**config.mk**
```make
export PLATFORM = sky130hd
export DESIGN_NAME = dns_query_builder_flat
export DESIGN_NICKNAME = d
export VERILOG_FILES = /design/src/dqb_pkg.sv /design/src/dqb_if.sv /design/src/dqb_ctrl.sv /design/src/dqb_dp.sv /design/src/dns_query_builder.sv /design/src/flat_wrapper.sv
export SDC_FILE = /design/constraint.sdc
export NUM_CORES = 1
export LEC_CHECK = 0
export BUFFER_PORTS_ARGS = -buffer_cell sky130_fd_sc_hd__buf_2
export CAP_MARGIN = 10
export CORE_UTILIZATION = 27
export CTS_CLUSTER_SIZE = 28
export DETAILED_ROUTE_END_ITERATION = 12
export REMOVE_ABC_BUFFERS = 1
export SYNTH_ARGS = -nofsm -noshare
export SYNTH_HDL_FRONTEND = slang
export SYNTH_SLANG_ARGS = --single-unit
```
**constraint.sdc**
```tcl
create_clock -name i_clk -period 5 [get_ports i_clk]
set_input_delay 0.5 -clock i_clk [delete_from_list [all_inputs] [get_ports i_clk]]
set_output_delay 0.5 -clock i_clk [all_outputs]
set_load 0.01 [all_outputs]
```
**src/dqb_pkg.sv**
```systemverilog
package dqb_pkg;

    localparam int DEF_MAX_LABEL = 32;

    localparam logic [7:0]  DOT_CHAR = 8'h2E;
    localparam logic [15:0] QUERY_ID = 16'd12345;
    localparam logic [15:0] RD_FLAG  = 16'h0100;
    localparam logic [15:0] CLASS_IN = 16'h0001;

    localparam int HDR_LEN  = 12;
    localparam int TAIL_LEN = 5;

    localparam int CFG_IDX_W  = 1;
    localparam int CFG_DATA_W = 16;

    // register indexes
    localparam logic [CFG_IDX_W-1:0] REG_RECURSION  = 1'b0;
    localparam logic [CFG_IDX_W-1:0] REG_QUERY_TYPE = 1'b1;

    // byte source select
    localparam logic [1:0] SRC_HDR  = 2'd0;
    localparam logic [1:0] SRC_LEN  = 2'd1;
    localparam logic [1:0] SRC_DATA = 2'd2;
    localparam logic [1:0] SRC_TAIL = 2'd3;

    typedef struct packed {
        logic       accept;     // input transfer this cycle
        logic       emit;       // load output register this cycle
        logic [1:0] src;        // byte source
        logic       idx_clr;    // restart byte index
        logic       hdr_set;    // header done
        logic       label_clr;  // label flushed
        logic       msg_clr;    // message done
    } t_cmd;

    typedef struct packed {
        logic in_flush;   // incoming char is a dot or carries name_end
        logic in_end;
        logic hdr_sent;
        logic lat_flush;
        logic lat_end;
        logic cnt_zero;
        logic idx_last;
        logic out_free;
    } t_stat;

    function automatic logic [7:0] hdr_byte(input logic [3:0] idx, input logic rd);
        logic [15:0] flags;
        logic [7:0]  b;
        flags = rd ? RD_FLAG : 16'h0000;
        case (idx)
            4'd0:    b = QUERY_ID[15:8];
            4'd1:    b = QUERY_ID[7:0];
            4'd2:    b = flags[15:8];
            4'd3:    b = flags[7:0];
            4'd5:    b = 8'h01;
            default: b = 8'h00;
        endcase
        return b;
    endfunction

    function automatic logic [7:0] tail_byte(input logic [2:0] idx, input logic [15:0] qt);
        logic [7:0] b;
        case (idx)
            3'd1:    b = qt[15:8];
            3'd2:    b = qt[7:0];
            3'd3:    b = CLASS_IN[15:8];
            3'd4:    b = CLASS_IN[7:0];
            default: b = 8'h00;
        endcase
        return b;
    endfunction

endpackage

```
**src/dqb_if.sv**
```systemverilog
interface dqb_in_if;
    logic       valid;
    logic       ready;
    logic [7:0] name_char;
    logic       name_end;
    modport source (output valid, output name_char, output name_end, input ready);
    modport sink   (input valid, input name_char, input name_end, output ready);
endinterface

interface dqb_out_if;
    logic       valid;
    logic       ready;
    logic [7:0] msg_byte;
    logic       msg_last;
    logic       label_overflow;
    modport source (output valid, output msg_byte, output msg_last, output label_overflow,
                    input ready);
    modport sink   (input valid, input msg_byte, input msg_last, input label_overflow,
                    output ready);
endinterface

interface dqb_cfg_if;
    logic                             valid;
    logic                             ready;
    logic [dqb_pkg::CFG_IDX_W-1:0]    index;
    logic [dqb_pkg::CFG_DATA_W-1:0]   data;
    modport source (output valid, output index, output data, input ready);
    modport sink   (input valid, input index, input data, output ready);
endinterface

```
**src/dqb_ctrl.sv**
```systemverilog
module dqb_ctrl (
    input  logic           i_clk,
    input  logic           i_rst_n,
    input  logic           i_in_valid,
    output logic           o_in_ready,
    input  dqb_pkg::t_stat i_stat,
    output dqb_pkg::t_cmd  o_cmd
);

    localparam logic [2:0] S_IDLE = 3'd0;
    localparam logic [2:0] S_HDR  = 3'd1;
    localparam logic [2:0] S_LEN  = 3'd2;
    localparam logic [2:0] S_DATA = 3'd3;
    localparam logic [2:0] S_TAIL = 3'd4;

    logic [2:0] r_state;
    logic [2:0] n_state;

    always_ff @(posedge i_clk) begin
        if (!i_rst_n) begin
            r_state <= S_IDLE;
        end else begin
            r_state <= n_state;
        end
    end

    assign o_in_ready = (r_state == S_IDLE);

    always_comb begin
        n_state         = r_state;
        o_cmd           = '0;
        o_cmd.accept    = (r_state == S_IDLE) && i_in_valid;
        o_cmd.emit      = (r_state != S_IDLE) && i_stat.out_free;
        case (r_state)
            S_IDLE: begin
                o_cmd.src = dqb_pkg::SRC_HDR;
                if (o_cmd.accept) begin
                    if (!i_stat.hdr_sent) begin
                        n_state = S_HDR;
                    end else if (i_stat.in_flush) begin
                        n_state = S_LEN;
                    end
                end
            end
            S_HDR: begin
                o_cmd.src = dqb_pkg::SRC_HDR;
                if (o_cmd.emit && i_stat.idx_last) begin
                    o_cmd.idx_clr = 1'b1;
                    o_cmd.hdr_set = 1'b1;
                    n_state = i_stat.lat_flush ? S_LEN : S_IDLE;
                end
            end
            S_LEN: begin
                o_cmd.src = dqb_pkg::SRC_LEN;
                if (o_cmd.emit) begin
                    o_cmd.idx_clr = 1'b1;
                    if (i_stat.cnt_zero) begin
                        o_cmd.label_clr = 1'b1;
                        n_state = i_stat.lat_end ? S_TAIL : S_IDLE;
                    end else begin
                        n_state = S_DATA;
                    end
                end
            end
            S_DATA: begin
                o_cmd.src = dqb_pkg::SRC_DATA;
                if (o_cmd.emit && i_stat.idx_last) begin
                    o_cmd.idx_clr   = 1'b1;
                    o_cmd.label_clr = 1'b1;
                    n_state = i_stat.lat_end ? S_TAIL : S_IDLE;
                end
            end
            S_TAIL: begin
                o_cmd.src = dqb_pkg::SRC_TAIL;
                if (o_cmd.emit && i_stat.idx_last) begin
                    o_cmd.idx_clr = 1'b1;
                    o_cmd.msg_clr = 1'b1;
                    n_state = S_IDLE;
                end
            end
            default: begin
                n_state = S_IDLE;
            end
        endcase
    end

endmodule

```
**src/dqb_dp.sv**
```systemverilog
module dqb_dp #(
    parameter int MAX_LABEL = dqb_pkg::DEF_MAX_LABEL
) (
    input  logic           i_clk,
    input  logic           i_rst_n,
    dqb_in_if.sink         i_in,
    dqb_out_if.source      o_out,
    dqb_cfg_if.sink        i_cfg,
    input  dqb_pkg::t_cmd  i_cmd,
    output dqb_pkg::t_stat o_stat
);

    localparam int CW = $clog2(MAX_LABEL + 1);
    localparam int IW = (CW > 4) ? CW : 4;
    localparam int AW = (MAX_LABEL > 1) ? $clog2(MAX_LABEL) : 1;

    logic [7:0]  r_mem [MAX_LABEL];
    logic [7:0]  r_rd_data;

    logic [CW-1:0] r_count;
    logic [IW-1:0] r_idx;
    logic [IW-1:0] n_idx;
    logic          r_ovf;
    logic          r_hdr_sent;
    logic          r_lat_flush;
    logic          r_lat_end;

    logic          r_rd;
    logic [15:0]   r_qtype;

    logic          r_out_valid;
    logic [7:0]    r_out_byte;
    logic          r_out_last;
    logic          r_out_ovf;

    logic          in_dot;
    logic          room;
    logic [7:0]    byte_sel;
    logic          last_sel;
    logic          ovf_sel;

    assign in_dot = (i_in.name_char == dqb_pkg::DOT_CHAR);
    assign room   = (r_count < CW'(MAX_LABEL));

    // config registers
    assign i_cfg.ready = 1'b1;
    always_ff @(posedge i_clk) begin
        if (!i_rst_n) begin
            r_rd    <= 1'b1;
            r_qtype <= 16'd1;
        end else if (i_cfg.valid) begin
            case (i_cfg.index)
                dqb_pkg::REG_RECURSION:  r_rd    <= i_cfg.data[0];
                dqb_pkg::REG_QUERY_TYPE: r_qtype <= i_cfg.data;
                default: ;
            endcase
        end
    end

    // label store, read registered one index ahead
    always_comb begin
        n_idx = r_idx;
        if (i_cmd.idx_clr) begin
            n_idx = '0;
        end else if (i_cmd.emit) begin
            n_idx = r_idx + IW'(1);
        end
    end

    always_ff @(posedge i_clk) begin
        if (i_cmd.accept && !in_dot && room) begin
            r_mem[r_count[AW-1:0]] <= i_in.name_char;
        end
        r_rd_data <= r_mem[n_idx[AW-1:0]];
    end

    always_ff @(posedge i_clk) begin
        if (!i_rst_n) begin
            r_idx       <= '0;
            r_count     <= '0;
            r_ovf       <= 1'b0;
            r_hdr_sent  <= 1'b0;
            r_lat_flush <= 1'b0;
            r_lat_end   <= 1'b0;
        end else begin
            r_idx <= n_idx;
            if (i_cmd.accept) begin
                r_lat_flush <= in_dot || i_in.name_end;
                r_lat_end   <= i_in.name_end;
                if (!in_dot) begin
                    if (room) begin
                        r_count <= r_count + CW'(1);
                    end else begin
                        r_ovf <= 1'b1;
                    end
                end
            end
            if (i_cmd.hdr_set) begin
                r_hdr_sent <= 1'b1;
            end
            if (i_cmd.label_clr || i_cmd.msg_clr) begin
                r_count <= '0;
                r_ovf   <= 1'b0;
            end
            if (i_cmd.msg_clr) begin
                r_hdr_sent <= 1'b0;
            end
        end
    end

    // byte mux
    always_comb begin
        byte_sel = 8'h00;
        last_sel = 1'b0;
        ovf_sel  = 1'b0;
        case (i_cmd.src)
            dqb_pkg::SRC_HDR:  byte_sel = dqb_pkg::hdr_byte(r_idx[3:0], r_rd);
            dqb_pkg::SRC_LEN: begin
                byte_sel = 8'(r_count);
                ovf_sel  = r_ovf;
            end
            dqb_pkg::SRC_DATA: begin
                byte_sel = r_rd_data;
                ovf_sel  = r_ovf;
            end
            dqb_pkg::SRC_TAIL: begin
                byte_sel = dqb_pkg::tail_byte(r_idx[2:0], r_qtype);
                last_sel = (r_idx == IW'(dqb_pkg::TAIL_LEN - 1));
            end
            default: ;
        endcase
    end

    // output register
    always_ff @(posedge i_clk) begin
        if (!i_rst_n) begin
            r_out_valid <= 1'b0;
        end else if (i_cmd.emit) begin
            r_out_valid <= 1'b1;
        end else if (o_out.ready) begin
            r_out_valid <= 1'b0;
        end
    end

    always_ff @(posedge i_clk) begin
        if (i_cmd.emit) begin
            r_out_byte <= byte_sel;
            r_out_last <= last_sel;
            r_out_ovf  <= ovf_sel;
        end
    end

    assign o_out.valid          = r_out_valid;
    assign o_out.msg_byte       = r_out_byte;
    assign o_out.msg_last       = r_out_last;
    assign o_out.label_overflow = r_out_ovf;

    // status
    always_comb begin
        o_stat           = '0;
        o_stat.in_flush  = in_dot || i_in.name_end;
        o_stat.in_end    = i_in.name_end;
        o_stat.hdr_sent  = r_hdr_sent;
        o_stat.lat_flush = r_lat_flush;
        o_stat.lat_end   = r_lat_end;
        o_stat.cnt_zero  = (r_count == '0);
        o_stat.out_free  = !r_out_valid || o_out.ready;
        case (i_cmd.src)
            dqb_pkg::SRC_HDR:  o_stat.idx_last = (r_idx == IW'(dqb_pkg::HDR_LEN - 1));
            dqb_pkg::SRC_LEN:  o_stat.idx_last = 1'b1;
            dqb_pkg::SRC_DATA: o_stat.idx_last = (r_idx == IW'(r_count) - IW'(1));
            dqb_pkg::SRC_TAIL: o_stat.idx_last = (r_idx == IW'(dqb_pkg::TAIL_LEN - 1));
            default:           o_stat.idx_last = 1'b1;
        endcase
    end

endmodule

```
**src/dns_query_builder.sv**
```systemverilog
// An ordinary character, other than the first of a message, is buffered while the
//   builder is idle and gives no bytes; after any other item is taken the controller
//   leaves idle and loads each byte into the single output register once it is free
//   (header 12, length + label bytes, tail 5); no character is taken meanwhile.
// Reset (i_rst_n, synchronous, active low): no message open, label empty,
//   recursion_desired = 1, query_type = 1. The label store itself is not cleared.
module dns_query_builder #(
    parameter int MAX_LABEL = dqb_pkg::DEF_MAX_LABEL
) (
    input  logic       i_clk,
    input  logic       i_rst_n,
    dqb_in_if.sink     i_in,
    dqb_out_if.source  o_out,
    dqb_cfg_if.sink    i_cfg
);

    // Controller decides the byte sequence (header, length, label, tail) and
    // steps the datapath one byte per cycle whenever the output register is
    // free or being drained by this cycle's transfer.
    dqb_pkg::t_cmd  cmd;
    dqb_pkg::t_stat stat;

    dqb_ctrl u_ctrl (
        .i_clk      (i_clk),
        .i_rst_n    (i_rst_n),
        .i_in_valid (i_in.valid),
        .o_in_ready (i_in.ready),
        .i_stat     (stat),
        .o_cmd      (cmd)
    );

    // Datapath: label memory (registered read, prefetching the next index),
    // label count and overflow flag, config registers and output register.
    dqb_dp #(
        .MAX_LABEL (MAX_LABEL)
    ) u_dp (
        .i_clk   (i_clk),
        .i_rst_n (i_rst_n),
        .i_in    (i_in),
        .o_out   (o_out),
        .i_cfg   (i_cfg),
        .i_cmd   (cmd),
        .o_stat  (stat)
    );

endmodule
```
**src/flat_wrapper.sv**
```systemverilog
// flat-port wrapper written by rule: the top's interface ports become plain ports
module dns_query_builder_flat 
#(
    parameter int MAX_LABEL = dqb_pkg::DEF_MAX_LABEL
)
  (i_clk, i_rst_n, i_in_valid, i_in_name_char, i_in_name_end, i_in_ready, o_out_valid, o_out_msg_byte, o_out_msg_last, o_out_label_overflow, o_out_ready, i_cfg_valid, i_cfg_index, i_cfg_data, i_cfg_ready);
  dqb_in_if i_in_i ();
  dqb_out_if o_out_i ();
  dqb_cfg_if i_cfg_i ();
  input  logic i_clk;
  input  logic i_rst_n;
  input wire logic [$bits(i_in_i.valid)-1:0] i_in_valid;
  input wire logic [$bits(i_in_i.name_char)-1:0] i_in_name_char;
  input wire logic [$bits(i_in_i.name_end)-1:0] i_in_name_end;
  output wire logic [$bits(i_in_i.ready)-1:0] i_in_ready;
  output wire logic [$bits(o_out_i.valid)-1:0] o_out_valid;
  output wire logic [$bits(o_out_i.msg_byte)-1:0] o_out_msg_byte;
  output wire logic [$bits(o_out_i.msg_last)-1:0] o_out_msg_last;
  output wire logic [$bits(o_out_i.label_overflow)-1:0] o_out_label_overflow;
  input wire logic [$bits(o_out_i.ready)-1:0] o_out_ready;
  input wire logic [$bits(i_cfg_i.valid)-1:0] i_cfg_valid;
  input wire logic [$bits(i_cfg_i.index)-1:0] i_cfg_index;
  input wire logic [$bits(i_cfg_i.data)-1:0] i_cfg_data;
  output wire logic [$bits(i_cfg_i.ready)-1:0] i_cfg_ready;
  assign i_in_i.valid = i_in_valid;
  assign i_in_i.name_char = i_in_name_char;
  assign i_in_i.name_end = i_in_name_end;
  assign i_in_ready = i_in_i.ready;
  assign o_out_valid = o_out_i.valid;
  assign o_out_msg_byte = o_out_i.msg_byte;
  assign o_out_msg_last = o_out_i.msg_last;
  assign o_out_label_overflow = o_out_i.label_overflow;
  assign o_out_i.ready = o_out_ready;
  assign i_cfg_i.valid = i_cfg_valid;
  assign i_cfg_i.index = i_cfg_index;
  assign i_cfg_i.data = i_cfg_data;
  assign i_cfg_ready = i_cfg_i.ready;
  dns_query_builder #(.MAX_LABEL(MAX_LABEL)) u_core (.i_clk(i_clk), .i_rst_n(i_rst_n), .i_in(i_in_i), .o_out(o_out_i), .i_cfg(i_cfg_i));
endmodule
```
# ---- Yosys cells after proc, flatten, opt, wreduce, memory -nomap -nowiden
# Memories as Yosys holds them, arrays and structs flattened. A register that Yosys moved wholly into a read port is not among the register bits.
# Index checks and enable logic that the tools add are counted.
dict set report totals {
  rom_bits 0
  wordCells 105
  latch_bits 0
  in_bits 31
  ff_bits 47
  mem_count 1
  output_inout_bits 13
  mem_bits_rw 256
}
# name words word_bits read_ports rd_clocked_by_memory_dff wr line_no
set memory_table {}
lappend memory_table {u_core.u_dp.r_mem 32 8 1 1 1 dqb_dp.sv:17} ;# logic [7:0] r_mem [MAX_LABEL];
dict set report classes {
  addsub 3
  reduce_logical 26
  n_mux 32
  n_shift 0
  multipliers 0
  magnitude_cmp 1
  bitwise_logic 4
  eq_ne 24
  div 0
}
# operator count
set op_table {}
lappend op_table {{8-bit case mux with 5 select lines} 1}
lappend op_table {{8-bit case mux with 4 select lines} 1}
lappend op_table {{3-bit 2-to-1 mux} 9}
lappend op_table {{8-bit case mux with 3 select lines} 1}
lappend op_table {{3-bit case mux with 5 select lines} 1}
lappend op_table {{6-bit by 1-bit adder with 6-bit output, second input constant} 2}
lappend op_table {{1-bit 2-to-1 mux} 10}
lappend op_table {{5-bit 2-to-1 mux} 2}
lappend op_table {{2-bit OR reduction} 5}
lappend op_table {{3-bit by 2-bit equality test with 1-bit output, second input constant} 3}
lappend op_table {{9-bit 2-to-1 mux} 1}
lappend op_table {{4-bit by 2-bit equality test with 1-bit output, second input constant} 2}
lappend op_table {{8-bit by 6-bit equality test with 1-bit output, second input constant} 1}
lappend op_table {{3-bit by 1-bit equality test with 1-bit output, second input constant} 2}
lappend op_table {{3-bit equality test, second input constant} 2}
lappend op_table {{6-bit by 3-bit equality test with 1-bit output, second input constant} 1}
lappend op_table {{6-bit by 4-bit equality test with 1-bit output, second input constant} 1}
lappend op_table {{6-bit equality test} 1}
lappend op_table {{6-bit zero test} 1}
lappend op_table {{6-bit < comparator, second input constant} 1}
lappend op_table {{2-bit inequality test, second input constant} 3}
lappend op_table {{2-bit case mux with 3 select lines} 1}
lappend op_table {{3-bit AND reduction} 2}
lappend op_table {{6-bit AND reduction} 1}
lappend op_table {{other kinds (21)} 35}

# ---- Logic depth before layout (Yosys ltp)
# Gate-level depths: netlist of run 1.
dict set report depth {
  depth_word 9
  ltp_mapped 17
  depth_no_buf 12
}

# ---- Least setup slack after synthesis of run 1
# OpenSTA, ideal clock, no wires.
dict set report synth_timing {
  kind {register -> register}
  from {reg u_core.u_ctrl.r_state[1]}
  to {reg u_core.u_dp.r_rd_data[1], read port of u_core.u_dp.r_mem}
  path_slack_ns 1.528
  t_arrival_ns 3.339
  path_buffers 4
  stages_incl_launch_ff 17
  path_cell_list {dfxtp_1 > buf_2 > nor3b_1 > a21oi_1 > inv_1 > ha_1 > buf_2 > inv_1 > or4_1 > a222oi_1 > a41o_1 > buf_4 > buf_6 > nor3_1 > a2111o_1 > nand4_1 > a32oi_1}
}
dict set report synth_via {
  elab_chain_len 8
  word_cells_on_any_way 20
  cone_classes {eq/ne: 7; mux: 8; reduce/logical: 5}
}
# item line_no
set synth_lines {}
lappend synth_lines {{from (decl)} dqb_ctrl.sv:16} ;# logic [2:0] r_state;
lappend synth_lines {{from (signal assigned)} dqb_ctrl.sv:23} ;# r_state <= n_state;
lappend synth_lines {{3-bit equality test or 3-bit by 2-bit equality test with 1-bit output (tied branches)} dqb_ctrl.sv:34} ;# case (r_state)
lappend synth_lines {{2-bit case mux with 3 select lines} dqb_ctrl.sv:34}
lappend synth_lines {{2-bit equality test, or another cell as far along} dqb_dp.sv:168} ;# case (i_cmd.src)
lappend synth_lines {{1-bit case mux with 4 select lines} dqb_dp.sv:168}
lappend synth_lines {{1-bit logical AND} {dqb_ctrl.sv:47, dqb_ctrl.sv:67, dqb_ctrl.sv:75}}
lappend synth_lines {{1-bit 2-to-1 mux or 2-bit 2-to-1 mux (tied branches)} {dqb_ctrl.sv:67, dqb_ctrl.sv:75, dqb_ctrl.sv:47}}
lappend synth_lines {{1-bit case mux with 3 select lines} dqb_ctrl.sv:34}
lappend synth_lines {{5-bit 2-to-1 mux *} dqb_dp.sv:63} ;# if (i_cmd.idx_clr) begin
lappend synth_lines {{to (decl)} dqb_dp.sv:18} ;# logic [7:0] r_rd_data;
# Every way passes the cells marked *; elsewhere a longest branch is shown, timed or not.
# A chain may end at the register's enable or synchronous reset.

# ---- Worst setup path in the final report of run 1
dict set report layout_timing {
  from {reg u_core.u_ctrl.r_state[2]}
  to {reg u_core.u_dp.r_rd_data[5], read port of u_core.u_dp.r_mem}
}
# Same word-level chain as after synthesis.

==> metrics.csv, run 1 <==
stage,metric,value,unit
status,status,"complete, no violations",
clock_network,postCtsHoldBufs,0,
synth,synth.distinct_cells,71,
place,gp_congestion,0.909,
die,start_util,27.3,%
sta,holdWs,0.223,ns
layout,num_antenna_cells,0,
run,maxCapViolations,0,
clock_network,cts_sinks,311,
global_routing,track_usage,14.8,%
global_routing,grt_overflow,0,
setup_path,cpMostUsedCell,buf_4,
setup_path,worst-path-max-fanout,44,
sta,slew_violations,0,
die,ios,44,
drt,num_vias,9109,
die,die_area,0.0505,mm²
global_routing,grt_pass1_vias,8717,
setup_path,cpPeakStageDelay,0.56,ns
drt,drc_errors,0,
setup_path,crit_slowest_cell,a222oi_1,
place,dp_hpwl,24.1,mm
layout,drive_above_1_share,13.2,%
clock_network,cts-resized-gates,0,
synth,synth_top_flop_cell,edfxtp_1,
sta,fin_setup_tns,0,ns
sta,final-hold-violation-count,0,
drt,first_pass_iters,6,
clock_network,htreeDepth,2,
clock_network,cts_max_path_buffers,3,
power,power_leakage,5.00,nW
synth,yosysTopAreaCell,edfxtp_1,
synth,synth_area_leaders,"edfxtp_1 60%, dfxtp_1 6.7%, nand2_1 3.0%",
clock_network,clkTransAtPathRegs,0.06,ns
drt,routedWlPerCell,20.9,µm
synth,syn_avg_cell_area,12.7,µm²
global_routing,grt_pass1_wl,55.9,mm
drt,viasPerCell,5.11,
clock_network,root_buffer,clkbuf_16,
sta,finClkSkew,0.0159,ns
synth,synth.cell_area,0.0134,mm²
layout,fill_cells,4890,
min_path,min_path_type,primary input to register,
setup_path,cp_data_arrival_time,4.82,ns
setup_path,worstSetupPathType,register to register,
sta,setup_viol,0,
drt,ant_nets,0,
synth,ys_ff_latch,311,
synth,syn_inst,1052,
synth,ys_seq_area_share,66.4,%
synth,synth_edf_count,266,
setup_path,crit_required,5.39,ns
clock_network,cts_tree,built,
layout,syn2layout_area_growth,14.8,%
drt,drtIter0Drc,918,
place,io_buffers,42,
sta,tightest_slew,1.05,ns
place,place_area,0.0144,mm²
setup_path,critPathBufInv,3,
die,core-area,0.0490,mm²
power,vdd_drop_max,0.000353,V
die,die-height,225,µm
setup_path,critical_path.top_delay_family,compound AO/OA/AOI/OAI gates,
synth,synth_warnings,0,
global_routing,antenna_found_initial,0,
die,die_w,225,µm
sta,rsz0062_at_grt,false,
layout,fin_nets,1138,
setup_path,startpoint_type,register,
layout,stdcell_area,0.0154,mm²
global_routing,grt_max_degree,47,
clock_network,postCtsSetupBuffers,0,
sta,period_share,88.6,%
place,dp.cells,1722,
clock_network,insertion_delay,0.52,ns
layout,final_cells,1782,
sta,fmax,0.226,GHz
synth,async_flop_share,0,%
clock_network,cts_made_buffers,34,
setup_path,path_cells,"nor3b_1, a21oi_1, inv_1, ha_1, buf_4, nand4b_1, o22a_1, a222oi_1, a41o_2, buf_4, nor2_1, a2111o_1, nand4_1, a32oi_1",
sta,slew_headroom,29.3,%
synth,synth_top_area_share,59.7,%
setup_path,crit_path_end_kind,register,
power,power_density,500,mW/mm²
drt,drt_wl_total,37.3,mm
die,num_rows,81,
sta,fin_crit,4.43,ns
sta,worst_slack,0.571,ns
place,pre_cts_ws,0.627,ns
-- metal layers --
metal | wire length, µm | track usage [%]
met1 | 16200 | 20.3
met2 | 17100 | 23.2
met3 | 3190 | 3.44
met4 | 811 | 4.02
met5 | 0 | 0
-- cell type report --
cell class	instances	area, µm²	area share [%]
Clock inverter	17	97.6	0.636
Inverter	16	60.1	0.391
Timing Repair Buffer	75	458	2.98
Clock buffer	43	895	5.83
Sequential cell	311	8890	57.9
Tap cell	664	831	5.41
Multi-Input combinational cell	656	4130	26.9
-- Yosys cell counts, types with 10 or more instances --
| master | number |
|---|---|
| dfxtp_1 | 45 |
| o21ai_0 | 46 |
| nand4_1 | 20 |
| a31oi_1 | 21 |
| a22o_1 | 14 |
| o22ai_1 | 17 |
| o21ai_1 | 10 |
| nor2_1 | 97 |
| inv_1 | 15 |
| nand3_1 | 24 |
| nand3b_1 | 12 |
| nand2_1 | 108 |
| buf_2 | 19 |
| nor4_1 | 11 |
| ha_1 | 13 |
| clkbuf_1 | 39 |
| a21oi_1 | 20 |
| mux2i_1 | 29 |
| a21boi_0 | 17 |
| nor3_1 | 43 |
| edfxtp_1 | 266 |
-- logic make-up (layout without fill, tap and decap cells) --
group           count (synthesis)  in the layout  share of synthesized area, %
fa+ha+maj                      13             13                          1.22
xor+xnor                       12             12                         0.785
buf+inv                        85            151                          2.93
other cells                     1              1                        0.0280
compound gates                230            230                          12.1
flops                         311            311                          66.4
simple gates                  357            357                          12.6
mux                            43             43                          3.94
-- tightest hold or removal path, stage by stage --
cell and delay [ns]:
buf_2 0.09, nand2_1 0.05, nand3_1 0.06
-- state kept, by name (all words and copies together), names as in the netlist --
name                              cells
u_core.u_dp.r_count                   6
u_core.u_dp.r_mem                   256
u_core.u_dp.r_ovf                     1
u_core.u_dp.o_out.label_overflow      1
u_core.u_dp.r_idx                     6
u_core.u_dp.o_out.msg_byte            8
u_core.u_dp.o_out.valid               1
u_core.u_dp.r_rd                      1
u_core.u_dp.r_qtype                  16
u_core.u_dp.r_hdr_sent                1
u_core.u_dp.r_rd_data                 8
u_core.u_ctrl.r_state                 3
u_core.u_dp.r_lat_flush               1
u_core.u_dp.r_lat_end                 1
u_core.u_dp.o_out.msg_last            1
-- final timing paths --
check	from	to	slack [ns]	cells past startpoint
setup / recovery	u_core.u_ctrl.r_state[2]	u_core.u_dp.r_rd_data[5]	0.57	14
hold / removal	i_cfg_data[0]	u_core.u_dp.r_qtype[0]	0.22	3
setup reg to reg	u_core.u_ctrl.r_state[2]	u_core.u_dp.r_rd_data[5]	0.57	14
hold reg to reg	u_core.u_dp.r_ovf	u_core.u_dp.r_ovf	0.46	2
-- cells in the final DEF, fill, tap and decap left out, drive strengths merged, types with 9 or more instances in the layout --
| cell | Yosys | final |
|---|---|---|
| dfxtp | 45 | 45 |
| inv | 15 | 17 |
| nor2 | 98 | 98 |
| a21boi | 17 | 17 |
| o22ai | 17 | 17 |
| o21ai | 57 | 57 |
| edfxtp | 266 | 266 |
| mux2i | 29 | 29 |
| buf | 30 | 75 |
| nand3 | 24 | 24 |
| nor3 | 44 | 44 |
| a2111oi | 9 | 9 |
| clkbuf | 39 | 43 |
| clkinv | 1 | 15 |
| a31oi | 21 | 21 |
| nand3b | 12 | 12 |
| nand4 | 20 | 20 |
| nor4 | 11 | 11 |
| a22o | 14 | 14 |
| o211ai | 9 | 9 |
| a21oi | 20 | 20 |
| nand2 | 108 | 108 |
| ha | 13 | 13 |
| a211oi | 9 | 9 |
-- power breakdown --
group | switching [mW] | internal, mW
clock | 1.02 | 1.27
sequential | 0.128 | 2.96
combinational | 1.51 | 0.788
total | 2.66 | 5.02
-- through the flow --
step           util [%]  power (mW)
5_1_grt            31.4        8.03
3_5_place_dp       29.3        5.42
4_1_cts            31.4        7.71
6_report           31.4        7.68
3_3_place_gp       29.3        5.41
2_1_floorplan         -        4.54
Power figures use the tool's default switching activity.
==> run 2, diff against run 1 <==
--- a/config.mk
+++ b/config.mk
@@ -8,6 +8,7 @@
 export BUFFER_PORTS_ARGS = -buffer_cell sky130_fd_sc_hd__buf_2
 export CAP_MARGIN = 10
 export CORE_UTILIZATION = 27
+export CTS_BUF_LIST = sky130_fd_sc_hd__clkbuf_16
 export CTS_CLUSTER_SIZE = 28
 export DETAILED_ROUTE_END_ITERATION = 12
 export REMOVE_ABC_BUFFERS = 1
==> run 2 against run 1 <==
Effect of this change:
- critical path depth unchanged
- sequential share of layout area hardly changed
- clock power shrank 2%
- sequential power about the same
- first-iteration DRC count increased by 0.76%
- final cell count unchanged
- clock skew is essentially flat
- via count decreased by 0.13%
- hold slack got worse by 0.0033 ns
- wire length grew 0.14%
- final area about the same
- critical path type unchanged
- largest cell class unchanged
==> metrics.csv, run 2 (synthesis results as in run 1) <==
stage,metric,value,unit,change
status,status,"complete, no violations",,
min_path,holdPathEnd,u_core.u_dp.r_qtype[0],,
min_path,hold_path_depth,3,,unchanged
die,core-area,0.0490,mm²,unchanged
setup_path,worst-path-max-fanout,44,,unchanged
die,die_area,0.0505,mm²,unchanged
place,io_buffers,42,,unchanged
die,start_util,27.3,%,unchanged
setup_path,crit_required,5.39,ns,about the same
sta,fin_setup_tns,0,ns,unchanged
clock_network,cts_max_path_buffers,3,,unchanged
layout,utilization,31.3,%,about the same
layout,final_cells,1782,,unchanged
sta,final-hold-violation-count,0,,unchanged
setup_path,cp_data_arrival_time,4.81,ns,about the same
setup_path,worstReg2RegEnd,u_core.u_dp.r_rd_data[5],,
sta,fin_crit,4.42,ns,-0.00825 ns
drt,drtIter0Drc,925,,+0.76%
min_path,min_path_type,primary input to register,,
layout,layout_common_cells,"266 x edfxtp_1, 108 x nand2_1, 97 x nor2_1, 46 x o21ai_0, 45 x dfxtp_1",,
drt,routedWlPerCell,20.9,µm,+0.14%
setup_path,startpoint_type,register,,
sta,setup_viol,0,,unchanged
sta,tightest_slew,1.06,ns,+0.00648 ns
drt,drc_errors,0,,unchanged
setup_path,crit_slowest_cell,or4b_2,,
power,vdd_drop_max,0.000355,V,+0.59%
die,die_w,225,µm,unchanged
clock_network,htreeDepth,2,,unchanged
sta,fmax,0.226,GHz,+0.19%
setup_path,r2r_start,u_core.u_ctrl.r_state[2],,
layout,syn2layout_area_growth,14.7,%,about the same
place,dp.cells,1722,,unchanged
setup_path,r2r_cells,14,,unchanged
die,ios,44,,unchanged
place,pre_cts_ws,0.627,ns,unchanged
sta,rsz0062_at_grt,false,,
global_routing,track_usage,14.8,%,about the same
place,dp_hpwl,24.1,mm,unchanged
drt,drt_wl_total,37.3,mm,+0.14%
setup_path,r2r_setup_slack,0.58,ns,about the same
drt,viasPerCell,5.10,,-0.13%
sta,slew_headroom,28.9,%,-0.44 points
setup_path,cpPeakStageDelay,0.59,ns,+0.03 ns
die,die-height,225,µm,unchanged
clock_network,clkTransAtPathRegs,0.06,ns,about the same
clock_network,cts_tree,built,,
power,power_density,498,mW/mm²,-0.43%
sta,worst_slack,0.579,ns,+0.00825 ns
global_routing,antenna_found_initial,0,,unchanged
global_routing,grt_pass1_vias,8706,,-0.13%
clock_network,insertion_delay,0.52,ns,about the same
clock_network,postCtsSetupBuffers,0,,unchanged
layout,largest_reg_flops,256,,unchanged
drt,first_pass_iters,6,,unchanged
min_path,min_from,i_cfg_data[0],,
global_routing,grt_overflow,0,,unchanged
layout,fill_cells,4891,,+0.020%
layout,num_antenna_cells,0,,unchanged
power,power,7.64,mW,-0.50%
clock_network,postCtsHoldBufs,0,,unchanged
clock_network,cts-resized-gates,0,,unchanged
sta,period_share,88.4,%,-0.16 points
layout,final_common_cell,edfxtp_1,,
clock_network,cts_made_buffers,34,,unchanged
global_routing,grt_max_degree,47,,unchanged
setup_path,crit_path_end_kind,register,,
setup_path,worstSetupPathType,register to register,,
layout,fin_nets,1138,,unchanged
drt,num_vias,9097,,-0.13%
setup_path,path_cells,"nor3b_1, a21oi_1, inv_1, ha_1, buf_4, or4b_2, mux2i_1, o211a_1, a41o_2, buf_4, nor2_1, a2111o_1, nand4_1, a32oi_1",,
drt,ant_nets,0,,unchanged
clock_network,root_buffer,clkbuf_16,,
power,power_leakage,5.03,nW,+0.55%
sta,finClkSkew,0.0162,ns,+0.000327 ns
run,maxCapViolations,0,,unchanged
place,gp_congestion,0.909,,unchanged
clock_network,cts_sinks,311,,unchanged
sta,slew_violations,0,,unchanged
setup_path,cpMostUsedCell,buf_4,,
die,num_rows,81,,unchanged
global_routing,grt_pass1_wl,55.9,mm,about the same
layout,drive_above_1_share,13.1,%,-0.089 points
-- run 2: cell count changes in the layout (fill, tap and decap cells not counted) --
cell	before	now
clkbuf_1	8	0
clkbuf_8	1	0
clkinv_1	8	9
inv_1	15	23
-- run 2: how the worst max path moves through the flow --
stage                             start                       end  slack, ns
6_report       u_core.u_ctrl.r_state[2]  u_core.u_dp.r_rd_data[5]       0.58
2_1_floorplan  u_core.u_ctrl.r_state[0]  u_core.u_dp.r_rd_data[0]       0.38
3_5_place_dp   u_core.u_ctrl.r_state[2]  u_core.u_dp.r_rd_data[5]       0.63
3_3_place_gp   u_core.u_ctrl.r_state[0]  u_core.u_dp.r_rd_data[5]       0.73
4_1_cts        u_core.u_ctrl.r_state[2]  u_core.u_dp.r_rd_data[5]       0.61
5_1_grt        u_core.u_ctrl.r_state[2]  u_core.u_dp.r_rd_data[4]       0.21
-- run 2: layout make-up --
cell class              instances  area (µm²)  share of cell area [%]
inverters                      16        60.1                   0.391
repair buffers                 75         458                    2.98
well taps                     664         831                    5.41
clock buffers                  34         851                    5.54
clock inverters                26         131                   0.856
flip-flops and latches        311        8890                    57.9
multi-input cells             656        4130                    26.9
-- run 2: worst max-delay path: cells and delay by family (launching register included) --
kind,cells,cell delay (ns)
muxes,1,0.17
AOI/OAI and AO/OA,5,1.29
adders and majority gates,1,0.17
buffers and inverters,3,0.80
DFF,1,0.43
and+or+nand+nor,4,1.40
-- run 2: metrics by stage --
stage	area [µm²]	hold WS, ns
after floorplan	13100	0.429
after global placement	14400	0.449
after detailed placement	14400	0.449
after CTS	15300	0.206
after global routing	15300	0.223
final	15300	0.220
-- run 2: per-layer routing --
metal | up-vias | GRT usage (%) | part of all wire, %
met4 | 0 | 3.84 | 2.1
met1 | 4524 | 20.3 | 43
li1 | 4122 | - | -
met2 | 393 | 23.3 | 46
met3 | 58 | 3.44 | 9.1
met5 | - | 0 | 0
-- run 2: power breakdown --
part           switching (mW)  leakage (nW)  internal [mW]  total, mW
combinational            1.51          1.74          0.788       2.30
sequential              0.128          2.77           2.96       3.09
clock                    1.01         0.514           1.24       2.25
total                    2.65          5.03           4.99       7.64
==> run 3, diff against run 2 <==
--- a/config.mk
+++ b/config.mk
@@ -7,6 +7,7 @@
 export LEC_CHECK = 0
 export BUFFER_PORTS_ARGS = -buffer_cell sky130_fd_sc_hd__buf_2
 export CAP_MARGIN = 10
+export CORE_ASPECT_RATIO = 0.8
 export CORE_UTILIZATION = 27
 export CTS_BUF_LIST = sky130_fd_sc_hd__clkbuf_16
 export CTS_CLUSTER_SIZE = 28
==> run 3 against run 2 <==
Effect of this change:
- setup slack worse by 0.15 ns
- highest routed layer is now met5
- critical path type unchanged
- final area shrank 0.63%
- die area is essentially flat
==> metrics.csv, run 3 (synthesis results as in run 1) <==
stage,metric,value,unit,change
die,ios,44,,unchanged
layout,multiInputGateArea,0.00411,mm²,-0.33%
clock_network,insertion_delay,0.58,ns,+0.06 ns
setup_path,path_cells,"nor3b_1, a21oi_1, inv_1, ha_1, buf_4, nand4b_1, o22a_1, a222oi_1, a41oi_1, buf_4, nand2b_1, o21ai_0, o211ai_1, a32oi_1",,
setup_path,crit_required,5.45,ns,+0.06 ns
layout,layout_common_cells,"266 x edfxtp_1, 108 x nand2_1, 97 x nor2_1, 46 x o21ai_0, 45 x dfxtp_1",,
sta,rsz0062_at_grt,false,,
setup_path,crit_slowest_cell,nand2b_1,,
global_routing,track_usage,14.3,%,-0.43 points
die,die_area,0.0505,mm²,about the same
sta,fin_setup_tns,0,ns,unchanged
sta,holdWs,0.163,ns,-0.0562 ns
power,power_density,506,mW/mm²,+1.7%
power,clkPwrFrac,29.7,%,+0.2 points
global_routing,grt_pass1_wl,55.1,mm,-1.5%
clock_network,cts-resized-gates,0,,unchanged
setup_path,crit_path_end_kind,register,,
setup_path,r2r_cells,14,,unchanged
clock_network,root_buffer,clkbuf_16,,
setup_path,worstReg2RegEnd,u_core.u_dp.r_rd_data[4],,
min_path,min_from,i_cfg_data[0],,
global_routing,antenna_found_initial,2,,+2
layout,drive_above_1_share,12.3,%,-0.86 points
layout,largest_reg_flops,256,,unchanged
global_routing,grt_max_degree,48,,+2.1%
run,maxCapViolations,0,,unchanged
global_routing,grt_overflow,0,,unchanged
power,pwr-share-comb,30.4,%,+0.3 points
setup_path,r2r_setup_slack,0.43,ns,-0.15 ns
sta,slew_headroom,24.8,%,-4.0 points
drt,drt_wl_total,36.8,mm,-1.4%
setup_path,startpoint,u_core.u_ctrl.r_state[2],,
power,vdd_drop_max,0.000429,V,+21%
sta,finClkSkew,0.0211,ns,+0.00491 ns
setup_path,worstSetupPathType,register to register,,
die,core-area,0.0486,mm²,-0.62%
sta,worst_slack,0.427,ns,-0.152 ns
place,gp_congestion,0.869,,-4.4%
place,io_buffers,42,,unchanged
setup_path,path_depth,14,,unchanged
die,die_w,251,µm,+12%
drt,drc_errors,0,,unchanged
status,status,"complete, no violations",,
clock_network,postCtsSetupBuffers,0,,unchanged
clock_network,clkTransAtPathRegs,0.07,ns,about the same
power,power_leakage,4.99,nW,-0.71%
clock_network,cts_max_path_buffers,3,,unchanged
setup_path,startpoint_type,register,,
die,die-height,201,µm,-10%
layout,final_common_cell,edfxtp_1,,
min_path,hold_path_depth,3,,unchanged
setup_path,cp_data_arrival_time,5.02,ns,+0.21 ns
layout,syn2layout_area_growth,14.0,%,
setup_path,worst-path-max-fanout,22,,-50%
power,intPower,5.07,mW,+1.5%
sta,fin_crit,4.57,ns,+0.152 ns
sta,slew_violations,0,,unchanged
clock_network,htreeDepth,1,,-1
clock_network,postCtsHoldBufs,0,,unchanged
sta,final-hold-violation-count,0,,unchanged
clock_network,cts_tree,built,,
layout,register_area,0.00889,mm²,unchanged
drt,ant_nets,0,,unchanged
setup_path,cpPeakStageDelay,0.63,ns,+0.04 ns
layout,fin_nets,1129,,-0.79%
drt,num_vias,9149,,+0.57%
sta,tightest_slew,1.12,ns,+0.0643 ns
sta,setup_viol,0,,unchanged
sta,fmax,0.219,GHz,-3.3%
setup_path,critical_path.top_delay_family,compound AO/OA/AOI/OAI gates,,
setup_path,cpMostUsedCell,buf_4,,
drt,drtIter0Drc,1042,,+13%
power,power_switching_share,34.4,%,-0.27 points
place,dp_hpwl,24.4,mm,+1.1%
die,start_util,27.5,%,+0.17 points
drt,first_pass_iters,8,,+2
drt,routedWlPerCell,21.2,µm,+1.2%
setup_path,r2r_start,u_core.u_ctrl.r_state[2],,
setup_path,critPathBufInv,3,,unchanged
power,seq_power_share,39.9,%,-0.5 points
clock_network,cts_sinks,311,,unchanged
layout,utilization,31.3,%,about the same
drt,viasPerCell,5.27,,+3.2%
min_path,holdPathEnd,u_core.u_dp.r_rd,,
place,pre_cts_ws,0.564,ns,-0.0636 ns
sta,period_share,91.5,%,+3.0 points
clock_network,cts_made_buffers,31,,-8.8%
min_path,min_path_type,primary input to register,,
die,num_rows,72,,-11%
global_routing,grt_pass1_vias,8715,,+0.10%
power,p_sw,2.66,mW,+0.27%
layout,fill_cells,4861,,-0.61%
[run 3: layout make-up]
cell class,count,share of cell area [%]
antenna,1,0.0164
clock buffer,31,5.09
multi-input combinational,656,27.0
inverter,16,0.394
clock inverter,24,1.38
sequential,311,58.3
timing repair buffer,69,2.71
tap,629,5.16
[run 3: how the worst max path moves through the flow]
stage,slack [ns],endpoint
floorplan,0.38,u_core.u_dp.r_rd_data[0]
global placement,0.67,u_core.u_dp.r_rd_data[3]
detailed placement,0.56,u_core.u_dp.r_rd_data[3]
CTS,0.53,u_core.u_dp.r_rd_data[3]
global route,0.03,u_core.u_dp.r_rd_data[1]
finish,0.43,u_core.u_dp.r_rd_data[4]
[run 3: routing by layer]
metal	share of wire (%)	GRT usage [%]
met5	0.035	0
met4	2.3	3.75
met3	9.4	3.27
met2	42	20.3
met1	46	21.7
[run 3: worst register-to-register path, stage by stage (launching register included)]
cell	delay (ns)
dfxtp_1	0.44
nor3b_1	0.45
a21oi_1	0.17
inv_1	0.11
ha_1	0.17
buf_4	0.22
nand4b_1	0.12
o22a_1	0.23
a222oi_1	0.58
a41oi_1	0.23
buf_4	0.26
nand2b_1	0.64
o21ai_0	0.50
o211ai_1	0.26
a32oi_1	0.08
[run 3: per-stage QoR]
stage | instance area [µm²] | std cells | power (mW)
3_3_place_gp | 14300 | 1681 | 5.42
5_1_grt | 15200 | 1736 | 8.03
4_1_cts | 15200 | 1736 | 7.71
2_1_floorplan | 13100 | 983 | 4.54
6_report | 15200 | 1737 | 7.72
3_5_place_dp | 14300 | 1681 | 5.43
[run 3: power by group through the flow]
stage                     registers, mW  logic, mW  clock network [mW]
after floorplan                    3.09       1.45                   0
after global placement             3.13       2.29                   0
after detailed placement           3.13       2.30                   0
after CTS                          3.08       2.31                2.33
after global routing               3.09       2.52                2.42
final                              3.08       2.35                2.30
